==> src/sv/ptp_pkg.sv <==
`timescale 1ns / 1ps
// ----------------------------------------------------------------------------
// ptp_pkg
// Types, codes and constants of the process timer with prealarm.
// ----------------------------------------------------------------------------
package ptp_pkg;

  localparam int PADDR_W    = 5;
  localparam int PDATA_W    = 32;
  localparam int PIPE_DEPTH = 4;

  localparam logic [15:0] MS_PER_SECOND = 16'd1000;
  localparam logic [15:0] MS_PER_MINUTE = 16'd60000;

  // floor(2^32 / d); quotient estimate is low by at most one
  localparam int RECIP_W = 23;
  localparam int QUO_W   = 23;
  localparam logic [RECIP_W-1:0] RECIP_SECOND =
    RECIP_W'(64'h1_0000_0000 / 64'(MS_PER_SECOND));
  localparam logic [RECIP_W-1:0] RECIP_MINUTE =
    RECIP_W'(64'h1_0000_0000 / 64'(MS_PER_MINUTE));

  typedef enum logic [2:0] {
    ST_STOP     = 3'd0,
    ST_NORMAL   = 3'd1,
    ST_PREALARM = 3'd2,
    ST_COUNTUP  = 3'd3,
    ST_RUN      = 3'd4,
    ST_PAUSED   = 3'd5
  } status_t;

  typedef enum logic [2:0] {
    CMD_NONE    = 3'd0,
    CMD_STOP    = 3'd1,
    CMD_RESTART = 3'd2,
    CMD_START   = 3'd3,
    CMD_WAIT    = 3'd4
  } cmd_t;

  typedef enum logic [2:0] {
    REG_PRESET  = 3'd0,
    REG_MARGIN  = 3'd1,
    REG_PERIODIC = 3'd2,
    REG_MINUTES = 3'd3,
    REG_PERIOD  = 3'd4
  } reg_idx_t;

  typedef struct packed {
    logic [31:0] preset_ms;
    logic [31:0] margin_ms;
    logic        periodic;
    logic        minutes;
    logic [13:0] period_ms;
  } cfg_t;

  typedef struct packed {
    status_t     status;
    logic [31:0] elapsed_ms;
    logic [31:0] remaining;
    logic        forced;
    logic        minutes;
  } stage_t;

endpackage

==> src/sv/ptp_scan_if.sv <==
`timescale 1ns / 1ps
// ----------------------------------------------------------------------------
// ptp_scan_if
// Scan channel: one control scan per beat.
// ----------------------------------------------------------------------------
interface ptp_scan_if;
  logic       valid;
  logic       ready;
  logic       basic_scan;
  logic [7:0] elapsed_periods;
  logic [2:0] command;
  logic       out_of_service;

  modport source (output valid, basic_scan, elapsed_periods, command, out_of_service,
                  input ready);
  modport sink (input valid, basic_scan, elapsed_periods, command, out_of_service,
                output ready);
endinterface

==> src/sv/ptp_result_if.sv <==
`timescale 1ns / 1ps
// ----------------------------------------------------------------------------
// ptp_result_if
// Result channel: one timer report per beat.
// ----------------------------------------------------------------------------
interface ptp_result_if;
  logic        valid;
  logic        ready;
  logic [2:0]  status;
  logic [15:0] elapsed_units;
  logic [31:0] remaining_ms;
  logic        forced_out_of_service;

  modport source (output valid, status, elapsed_units, remaining_ms, forced_out_of_service,
                  input ready);
  modport sink (input valid, status, elapsed_units, remaining_ms, forced_out_of_service,
                output ready);
endinterface

==> src/sv/ptp_cfg.sv <==
`timescale 1ns / 1ps
// ----------------------------------------------------------------------------
// ptp_cfg
// APB register file; keeps preset and margin scaled to milliseconds.
// ----------------------------------------------------------------------------
module ptp_cfg
  import ptp_pkg::*;
(
  input  logic               clk,
  input  logic               rst,
  input  logic               psel,
  input  logic               penable,
  input  logic               pwrite,
  input  logic [PADDR_W-1:0] paddr,
  input  logic [PDATA_W-1:0] pwdata,
  output logic [PDATA_W-1:0] prdata,
  output logic               pready,
  output cfg_t               cfg
);

  logic [15:0] preset_time;
  logic [15:0] prealarm_margin;
  logic        periodic_mode;
  logic        minutes_unit;
  logic [13:0] control_period_ms;
  logic [31:0] preset_ms;
  logic [31:0] margin_ms;
  logic [15:0] scale;
  reg_idx_t    idx;
  logic        wr;

  assign pready = 1'b1;
  assign idx    = reg_idx_t'(paddr[PADDR_W-1:2]);
  assign wr     = psel && penable && pwrite;
  assign scale  = minutes_unit ? MS_PER_MINUTE : MS_PER_SECOND;

  always_ff @(posedge clk) begin
    if (rst) begin
      preset_time       <= '0;
      prealarm_margin   <= '0;
      periodic_mode     <= 1'b0;
      minutes_unit      <= 1'b0;
      control_period_ms <= 14'd1000;
      preset_ms         <= '0;
      margin_ms         <= '0;
    end else begin
      if (wr) begin
        unique case (idx)
          REG_PRESET:   preset_time       <= pwdata[15:0];
          REG_MARGIN:   prealarm_margin   <= pwdata[15:0];
          REG_PERIODIC: periodic_mode     <= pwdata[0];
          REG_MINUTES:  minutes_unit      <= pwdata[0];
          REG_PERIOD:   control_period_ms <= pwdata[13:0];
          default: ;
        endcase
      end
      // 16x16 products registered from the stored fields, so they settle after a write
      preset_ms <= 32'(preset_time) * 32'(scale);
      margin_ms <= 32'(prealarm_margin) * 32'(scale);
    end
  end

  always_comb begin
    unique case (idx)
      REG_PRESET:   prdata = PDATA_W'(preset_time);
      REG_MARGIN:   prdata = PDATA_W'(prealarm_margin);
      REG_PERIODIC: prdata = PDATA_W'(periodic_mode);
      REG_MINUTES:  prdata = PDATA_W'(minutes_unit);
      REG_PERIOD:   prdata = PDATA_W'(control_period_ms);
      default:      prdata = '0;
    endcase
  end

  assign cfg.preset_ms = preset_ms;
  assign cfg.margin_ms = margin_ms;
  assign cfg.periodic  = periodic_mode;
  assign cfg.minutes   = minutes_unit;
  assign cfg.period_ms = control_period_ms;

endmodule

==> src/sv/ptp_core.sv <==
`timescale 1ns / 1ps
// ----------------------------------------------------------------------------
// ptp_core
// Scan input register, timer state and combinational state update.
// ----------------------------------------------------------------------------
module ptp_core
  import ptp_pkg::*;
(
  input  logic  clk,
  input  logic  rst,
  ptp_scan_if.sink scan,
  input  cfg_t  cfg,
  output logic  res_valid,
  input  logic  res_ready,
  output stage_t res
);

  // input register
  logic        s1_valid;
  logic        s1_scan;
  logic [21:0] s1_incr;
  cmd_t        s1_cmd;
  logic        s1_oos;

  // timer state
  logic [31:0] elapsed_ms;
  status_t     run_status;
  logic [31:0] remaining_time;
  cmd_t        last_command;
  status_t     saved_status;
  logic        saved_valid;

  logic [31:0] elapsed_ms_next;
  status_t     run_status_next;
  logic [31:0] remaining_time_next;
  cmd_t        last_command_next;
  status_t     saved_status_next;
  logic        saved_valid_next;

  logic [32:0] sum;
  logic [31:0] sum_sat;
  logic [31:0] left;
  logic        fire;

  assign scan.ready = !s1_valid || res_ready;
  assign fire       = s1_valid && res_ready;

  always_ff @(posedge clk) begin
    if (rst) begin
      s1_valid <= 1'b0;
    end else if (scan.ready) begin
      s1_valid <= scan.valid;
    end
  end

  always_ff @(posedge clk) begin
    if (scan.valid && scan.ready) begin
      s1_scan <= scan.basic_scan;
      s1_incr <= 22'(cfg.period_ms) * 22'(scan.elapsed_periods);
      s1_cmd  <= cmd_t'(scan.command);
      s1_oos  <= scan.out_of_service;
    end
  end

  always_comb begin
    elapsed_ms_next     = elapsed_ms;
    run_status_next     = run_status;
    remaining_time_next = remaining_time;
    last_command_next   = last_command;
    saved_status_next   = saved_status;
    saved_valid_next    = saved_valid;
    sum                 = '0;
    sum_sat             = '0;
    left                = '0;
    if (s1_scan && !s1_oos) begin
      unique case (s1_cmd)
        CMD_STOP: begin
          run_status_next   = ST_STOP;
          last_command_next = CMD_STOP;
        end
        CMD_START: begin
          if (last_command != CMD_START) begin
            run_status_next = ST_RUN;
            elapsed_ms_next = '0;
          end
          last_command_next = CMD_START;
        end
        CMD_RESTART: begin
          if (last_command != CMD_RESTART) begin
            run_status_next  = saved_valid ? saved_status : ST_RUN;
            saved_valid_next = 1'b0;
          end
          last_command_next = CMD_RESTART;
        end
        CMD_WAIT: begin
          if (!saved_valid && run_status != ST_PAUSED) begin
            saved_status_next = run_status;
            saved_valid_next  = 1'b1;
          end
          run_status_next = ST_PAUSED;
        end
        default: ;
      endcase

      if (run_status_next == ST_RUN || run_status_next == ST_NORMAL ||
          run_status_next == ST_PREALARM) begin
        sum     = {1'b0, elapsed_ms_next} + 33'(s1_incr);
        sum_sat = sum[32] ? '1 : sum[31:0];
        if (sum_sat >= cfg.preset_ms) begin
          if (cfg.periodic) begin
            elapsed_ms_next     = '0;
            run_status_next     = ST_NORMAL;
            remaining_time_next = cfg.preset_ms;
          end else begin
            elapsed_ms_next     = cfg.preset_ms;
            run_status_next     = ST_COUNTUP;
            remaining_time_next = '0;
          end
        end else begin
          left                = cfg.preset_ms - sum_sat;
          elapsed_ms_next     = sum_sat;
          remaining_time_next = left;
          run_status_next     = (left <= cfg.margin_ms) ? ST_PREALARM : ST_NORMAL;
        end
      end
    end
  end

  always_ff @(posedge clk) begin
    if (rst) begin
      elapsed_ms     <= '0;
      run_status     <= ST_STOP;
      remaining_time <= '0;
      last_command   <= CMD_NONE;
      saved_status   <= ST_STOP;
      saved_valid    <= 1'b0;
    end else if (fire) begin
      elapsed_ms     <= elapsed_ms_next;
      run_status     <= run_status_next;
      remaining_time <= remaining_time_next;
      last_command   <= last_command_next;
      saved_status   <= saved_status_next;
      saved_valid    <= saved_valid_next;
    end
  end

  assign res_valid      = s1_valid;
  assign res.status     = run_status_next;
  assign res.elapsed_ms = elapsed_ms_next;
  assign res.remaining  = remaining_time_next;
  assign res.forced     = s1_scan && s1_oos;
  assign res.minutes    = cfg.minutes;

endmodule

==> src/sv/ptp_units.sv <==
`timescale 1ns / 1ps
// ----------------------------------------------------------------------------
// ptp_units
// Elapsed ms to whole units: reciprocal multiply, correction, output register.
// ----------------------------------------------------------------------------
module ptp_units
  import ptp_pkg::*;
(
  input  logic   clk,
  input  logic   rst,
  input  logic   res_valid,
  output logic   res_ready,
  input  stage_t res,
  ptp_result_if.source result
);

  logic   s2_valid, s3_valid, s4_valid;
  logic   ready2, ready3, ready4;
  stage_t s2, s3;

  logic [RECIP_W-1:0]       recip;
  logic [32+RECIP_W-1:0]    prod;
  logic [QUO_W-1:0]         s3_quo;
  logic [15:0]              divisor;
  logic [QUO_W+15:0]        qd;
  logic [31:0]              rem;
  logic [QUO_W:0]           quo_fix;

  status_t     s4_status;
  logic [15:0] s4_units;
  logic [31:0] s4_remaining;
  logic        s4_forced;

  assign ready4    = !s4_valid || result.ready;
  assign ready3    = !s3_valid || ready4;
  assign ready2    = !s2_valid || ready3;
  assign res_ready = ready2;

  always_ff @(posedge clk) begin
    if (rst) begin
      s2_valid <= 1'b0;
      s3_valid <= 1'b0;
      s4_valid <= 1'b0;
    end else begin
      if (ready2) s2_valid <= res_valid;
      if (ready3) s3_valid <= s2_valid;
      if (ready4) s4_valid <= s3_valid;
    end
  end

  // estimate: floor(e * floor(2^32/d) / 2^32), low by at most one
  assign recip = s2.minutes ? RECIP_MINUTE : RECIP_SECOND;
  assign prod  = (32+RECIP_W)'(s2.elapsed_ms) * (32+RECIP_W)'(recip);

  // one correction step, then clamp to 16 bits
  assign divisor = s3.minutes ? MS_PER_MINUTE : MS_PER_SECOND;
  assign qd      = (QUO_W+16)'(s3_quo) * (QUO_W+16)'(divisor);
  assign rem     = s3.elapsed_ms - qd[31:0];
  assign quo_fix = (rem >= 32'(divisor)) ? {1'b0, s3_quo} + 1'b1 : {1'b0, s3_quo};

  always_ff @(posedge clk) begin
    if (ready2) s2 <= res;
    if (ready3) begin
      s3     <= s2;
      s3_quo <= prod[32 +: QUO_W];
    end
    if (ready4) begin
      s4_status    <= s3.status;
      s4_units     <= (quo_fix > (QUO_W+1)'(16'hFFFF)) ? 16'hFFFF : quo_fix[15:0];
      s4_remaining <= s3.remaining;
      s4_forced    <= s3.forced;
    end
  end

  assign result.valid                 = s4_valid;
  assign result.status                = s4_status;
  assign result.elapsed_units         = s4_units;
  assign result.remaining_ms          = s4_remaining;
  assign result.forced_out_of_service = s4_forced;

endmodule

==> src/sv/process_timer_with_prealarm_unit.sv <==
`timescale 1ns / 1ps
// ----------------------------------------------------------------------------
// process_timer_with_prealarm_unit
// Batch timer driven by control scans, with prealarm and count-up status.
// ----------------------------------------------------------------------------
// One scan beat is accepted every clock cycle while the result side does not
// stall, and its report beat passes through the input register, state
// update, quotient estimate and correction into the output register.
// The throughput of one scan per cycle is set by the state-update stage: the
// command decode, elapsed-time add with saturation, preset compare and margin
// compare all close within that stage so the next scan sees the new state.
// Each pipeline stage holds its beat under backpressure and bubbles
// collapse, so scans keep flowing into empty stages while a finished report
// waits. Configuration goes through the APB port: preset (0x00), prealarm
// margin (0x04), periodic mode (0x08), minutes unit (0x0C), control period
// in ms (0x10); pready is always high and reads return the stored value.
// Preset and margin are scaled to milliseconds in registered products after
// a write, so let them settle before the next scan. No clearing pass after reset.
// ----------------------------------------------------------------------------
module process_timer_with_prealarm_unit
  import ptp_pkg::*;
(
  input  logic               clk,
  input  logic               rst,
  ptp_scan_if.sink           scan,
  ptp_result_if.source       result,
  input  logic               psel,
  input  logic               penable,
  input  logic               pwrite,
  input  logic [PADDR_W-1:0] paddr,
  input  logic [PDATA_W-1:0] pwdata,
  output logic [PDATA_W-1:0] prdata,
  output logic               pready
);

  cfg_t   cfg;
  stage_t res;
  logic   res_valid;
  logic   res_ready;

  // register file, ms-scaled limits
  ptp_cfg u_cfg (
    .clk     (clk),
    .rst     (rst),
    .psel    (psel),
    .penable (penable),
    .pwrite  (pwrite),
    .paddr   (paddr),
    .pwdata  (pwdata),
    .prdata  (prdata),
    .pready  (pready),
    .cfg     (cfg)
  );

  // scan register and timer state update
  ptp_core u_core (
    .clk       (clk),
    .rst       (rst),
    .scan      (scan),
    .cfg       (cfg),
    .res_valid (res_valid),
    .res_ready (res_ready),
    .res       (res)
  );

  // ms to whole seconds/minutes, output register
  ptp_units u_units (
    .clk       (clk),
    .rst       (rst),
    .res_valid (res_valid),
    .res_ready (res_ready),
    .res       (res),
    .result    (result)
  );

endmodule

==> src/flat_wrapper.sv <==
// flat-port wrapper written by rule: the top's interface ports become plain ports
module process_timer_with_prealarm_unit_flat import ptp_pkg::*;
  (clk, rst, psel, penable, pwrite, paddr, pwdata, prdata, pready, scan_valid, scan_basic_scan, scan_elapsed_periods, scan_command, scan_out_of_service, scan_ready, result_valid, result_status, result_elapsed_units, result_remaining_ms, result_forced_out_of_service, result_ready);
  ptp_scan_if scan_i ();
  ptp_result_if result_i ();
  input  logic clk;
  input  logic rst;
  input  logic psel;
  input  logic penable;
  input  logic pwrite;
  input  logic [PADDR_W-1:0] paddr;
  input  logic [PDATA_W-1:0] pwdata;
  output logic [PDATA_W-1:0] prdata;
  output logic pready;
  input wire logic [$bits(scan_i.valid)-1:0] scan_valid;
  input wire logic [$bits(scan_i.basic_scan)-1:0] scan_basic_scan;
  input wire logic [$bits(scan_i.elapsed_periods)-1:0] scan_elapsed_periods;
  input wire logic [$bits(scan_i.command)-1:0] scan_command;
  input wire logic [$bits(scan_i.out_of_service)-1:0] scan_out_of_service;
  output wire logic [$bits(scan_i.ready)-1:0] scan_ready;
  output wire logic [$bits(result_i.valid)-1:0] result_valid;
  output wire logic [$bits(result_i.status)-1:0] result_status;
  output wire logic [$bits(result_i.elapsed_units)-1:0] result_elapsed_units;
  output wire logic [$bits(result_i.remaining_ms)-1:0] result_remaining_ms;
  output wire logic [$bits(result_i.forced_out_of_service)-1:0] result_forced_out_of_service;
  input wire logic [$bits(result_i.ready)-1:0] result_ready;
  assign scan_i.valid = scan_valid;
  assign scan_i.basic_scan = scan_basic_scan;
  assign scan_i.elapsed_periods = scan_elapsed_periods;
  assign scan_i.command = scan_command;
  assign scan_i.out_of_service = scan_out_of_service;
  assign scan_ready = scan_i.ready;
  assign result_valid = result_i.valid;
  assign result_status = result_i.status;
  assign result_elapsed_units = result_i.elapsed_units;
  assign result_remaining_ms = result_i.remaining_ms;
  assign result_forced_out_of_service = result_i.forced_out_of_service;
  assign result_i.ready = result_ready;
  process_timer_with_prealarm_unit u_core (.clk(clk), .rst(rst), .scan(scan_i), .result(result_i), .psel(psel), .penable(penable), .pwrite(pwrite), .paddr(paddr), .pwdata(pwdata), .prdata(prdata), .pready(pready));
endmodule
==> config.mk <==
export PLATFORM = sky130hd
export DESIGN_NAME = process_timer_with_prealarm_unit_flat
export DESIGN_NICKNAME = d
export VERILOG_FILES = /design/src/sv/ptp_pkg.sv /design/src/sv/ptp_scan_if.sv /design/src/sv/ptp_result_if.sv /design/src/sv/ptp_cfg.sv /design/src/sv/ptp_core.sv /design/src/sv/ptp_units.sv /design/src/sv/process_timer_with_prealarm_unit.sv /design/src/flat_wrapper.sv
export SDC_FILE = /design/constraint.sdc
export NUM_CORES = 2
export LEC_CHECK = 0
export BUFFER_PORTS_ARGS = -buffer_cell sky130_fd_sc_hd__buf_2
export CORE_MARGIN = 2
export CORE_UTILIZATION = 56
export DETAILED_ROUTE_END_ITERATION = 8
export GPL_TIMING_DRIVEN = 0
export HOLD_SLACK_MARGIN = 0.02
export PLACE_DENSITY = 0.83
export SLEW_MARGIN = 30
export SYNTH_ARGS = -nofsm -noshare
export SYNTH_HDL_FRONTEND = slang
export SYNTH_SLANG_ARGS = --single-unit
==> constraint.sdc <==
create_clock -name clk -period 10.9 [get_ports clk]
set_clock_uncertainty 0.2 [all_clocks]
set_input_delay 3.27 -clock clk [delete_from_list [all_inputs] [get_ports clk]]
set_output_delay 3.27 -clock clk [all_outputs]
set_load 0.01 [all_outputs]
==> impl_metrics.json <==
{
  "crit_top_cell": "a21o_1",
  "hold_end": "u_core.u_units.result.remaining_ms[8]",
  "nets": 7659,
  "synth.top_cell.area_share": 0.297,
  "setup_viol": 0,
  "worst_setup_path_start_kind": "flip-flop",
  "slowest_delay_ns": 0.66,
  "maxSlewHeadroom": 0.281,
  "ant_nets": 0,
  "worstPathArrival_ns": 10.83,
  "r2r-end": "u_core.u_units.s2[67]",
  "grt_pass1_vias": 42800,
  "seq_area_frac_synth": 0.195,
  "drc": 0,
  "synth_top_area_cell": "fa_1",
  "grt_pass1_wl_um": 240000,
  "die-height_um": 319,
  "tritoncts": "done",
  "core_area_um2": 98400,
  "start_util": 0.566,
  "synth-main-ff-cell": "edfxtp_1",
  "fmax_mhz": 94.3,
  "rows": 115,
  "synth_edf_count": 240,
  "first_pass_iters": 6,
  "setup-tns-final_ns": 0,
  "die_area_um2": 102000,
  "final_layout_size_suffix_gt1_frac": 0.0465,
  "placed_area_um2": 58300,
  "ys_ff_latch": 423,
  "io_buffers": 106,
  "ys_warn_count": 0,
  "gp_congestion": 1.03,
  "tightest_slew_ns": 1.08,
  "numCtsBuffers": 50,
  "end_kind": "flip-flop",
  "required_ns": 11.13,
  "hp-start": "u_core.u_units.s3[10]",
  "avgSynthCellArea_um2": 9.66,
  "path_clk_slew_ns": 0.06,
  "status": "finished, final reports clean",
  "vias": 41000,
  "drt-initial-drc-count": 3495,
  "utilization": 0.610,
  "cap_violations": 0,
  "reg2reg_depth": 38,
  "area_growth_syn_to_layout_pct": 7.71,
  "clk_root_buffer_cell": "clkbuf_16",
  "period_needed_ns": 10.60,
  "finalCritPeriodShare": 0.973,
  "hold_buffers": 0,
  "final_area_um2": 60000,
  "slowest_stage": "o31ai_1",
  "hold_viol": 0,
  "groute.usage.overall": 0.306,
  "overflow": 0,
  "cp_max_fo": 10,
  "ys_types": 88,
  "reg2reg_slack_ns": 0.30,
  "netlist_top_cells_area": "fa_1 30%, ha_1 17%, edfxtp_1 13%",
  "syn_area_um2": 55700,
  "critPathKind": "reg2reg",
  "async_reset_ff_frac": 0,
  "die_x_um": 319,
  "routed_via_density": 5.59,
  "slew_violations": 0,
  "avgRoutedWirePerCell_um": 20.8,
  "htreeDepth": 2,
  "antenna_found_initial": 5,
  "rr_startpoint": "u_core.u_core.s1_cmd[1]",
  "wirelength_um": 153000,
  "hpwl_um": 129000,
  "hold_depth": 0,
  "clk_path_buf_depth": 3,
  "hold_path_class": "reg2reg",
  "grt_max_degree": 50,
  "cts_sinks": 423,
  "postSynthCellCount": 5766,
  "clock_latency_ns": 0.65,
  "ios": 144
}
## registers in the layout (all words and copies together) (netlist names), 2 cells and up
signal                               cells
u_core.u_core.last_command               2
u_core.u_core.run_status                 3
u_core.u_cfg.control_period_ms          14
u_core.u_cfg.preset_ms                  29
u_core.u_core.saved_status               3
u_core.u_core.elapsed_ms                32
u_core.u_units.result.remaining_ms      32
u_core.u_core.remaining_time            32
u_core.u_core.s1_incr                   22
u_core.u_cfg.preset_time                16
u_core.u_units.s3                       69
u_core.u_units.result.status             3
u_core.u_core.s1_cmd                     3
u_core.u_units.result.elapsed_units     16
u_core.u_units.s3_quo                   23
u_core.u_cfg.margin_ms                  29
u_core.u_units.s2                       69
u_core.u_cfg.prealarm_margin            16
## stage by stage
stage                     instances  setup slack, ns  hold WS (ns)
after floorplan                5842             2.09         0.200
after global routing           7334          -0.0184         0.218
after global placement         7235           -0.777         0.203
after CTS                      7334           0.0494         0.212
after detailed placement       7241           -0.845         0.205
final                          7337            0.298         0.214
## worst max-delay path, delay by kind of cell (launching register included)
family          cells  cell delay [ns]
compound gates     21             5.13
buf+inv             6             1.67
simple gates        7             1.56
fa+ha+maj           3             1.04
flops               1             0.44
xor+xnor            1             0.35
## routing by layer
metal  wire [µm]  GRT usage  part of all wire  vias up
met1       63100      0.412              0.41    20300
met3       12900     0.0547             0.084      288
li1            -          -                 -    18700
met2       71000      0.501              0.47     1718
met5          44          0           0.00029        -
met4        5510      0.104             0.036        6
## Yosys cell counts (44+ instances only)
master    count
ha_1        770
edfxtp_1    240
dfxtp_1     183
nand2b_1     83
and2_1      123
inv_1      1317
nor2_1      344
o21ai_0     134
xnor2_1     130
fa_1        826
a21oi_1     197
and3_1       44
clkbuf_1    132
a31oi_1      44
a21o_1       97
nand2_1     445
nand3_1      74
nor3_1       55
xor2_1       71
## placed cells by master (no fill, tap or decap), types with 73 or more instances in the layout
| master | n |
|---|---|
| conb_1 | 78 |
| ha_1 | 770 |
| o21ai_0 | 134 |
| nand2_1 | 444 |
| edfxtp_1 | 240 |
| nor2_1 | 344 |
| nand3_1 | 73 |
| nand2b_1 | 83 |
| xnor2_1 | 130 |
| a21o_1 | 97 |
| a21oi_1 | 197 |
| dfxtp_1 | 183 |
| buf_2 | 108 |
| and2_1 | 122 |
| clkbuf_1 | 131 |
| inv_1 | 1316 |
| fa_1 | 826 |
## worst max path at each step
| stage | from | end | slack [ns] | cells past startpoint |
|---|---|---|---|---|
| after floorplan | u_core.u_units.s3[0] | u_core.u_units.result.elapsed_units[10] | 2.09 | 34 |
| after global placement | u_core.u_core.s1_cmd[2] | u_core.u_units.s2[67] | -0.78 | 41 |
| after detailed placement | u_core.u_core.s1_cmd[1] | u_core.u_units.s2[67] | -0.84 | 41 |
| after CTS | u_core.u_core.s1_cmd[1] | u_core.u_units.s2[67] | 0.05 | 42 |
| after global routing | u_core.u_core.s1_cmd[1] | u_core.u_units.s2[67] | -0.02 | 38 |
| final | u_core.u_core.s1_cmd[1] | u_core.u_units.s2[67] | 0.30 | 38 |
## repair_timing
| item | CTS | global route |
|---|---|---|
| gates resized for setup | 5 | 12 |
| setup endpoints to repair | 4 | 20 |
| pin swaps | 0 | 1 |
| setup buffers | 0 | 1 |
| gates cloned | 0 | 0 |
## layout make-up
type / count / area [µm²]
Antenna cell: 3 / 7.51
Buffer: 161 / 689
Clock buffer: 55 / 1270
Clock inverter: 38 / 388
Fill cell: 8158 / 38400
Inverter: 1318 / 4950
Multi-Input combinational cell: 3939 / 39600
Sequential cell: 423 / 10900
Tap cell: 1287 / 1610
Timing Repair Buffer: 113 / 653
## kinds of logic (layout without fill, tap and decap cells)
logic type                 after synthesis  count (layout)  share of synthesized area
other                                    2              81                   0.000135
muxes                                   44              44                    0.00804
and+or+nand+nor                       1310            1310                      0.111
buffers and inverters                 1480            1685                      0.101
xor gates and xnor gates               201             201                     0.0316
AOI/OAI and AO/OA                      708             708                     0.0832
adders and majority gates             1598            1598                      0.470
DFF                                    423             423                      0.195
Power is not shown: default switching activity piles up to over one toggle a cycle in this logic, so the estimate is an artifact.
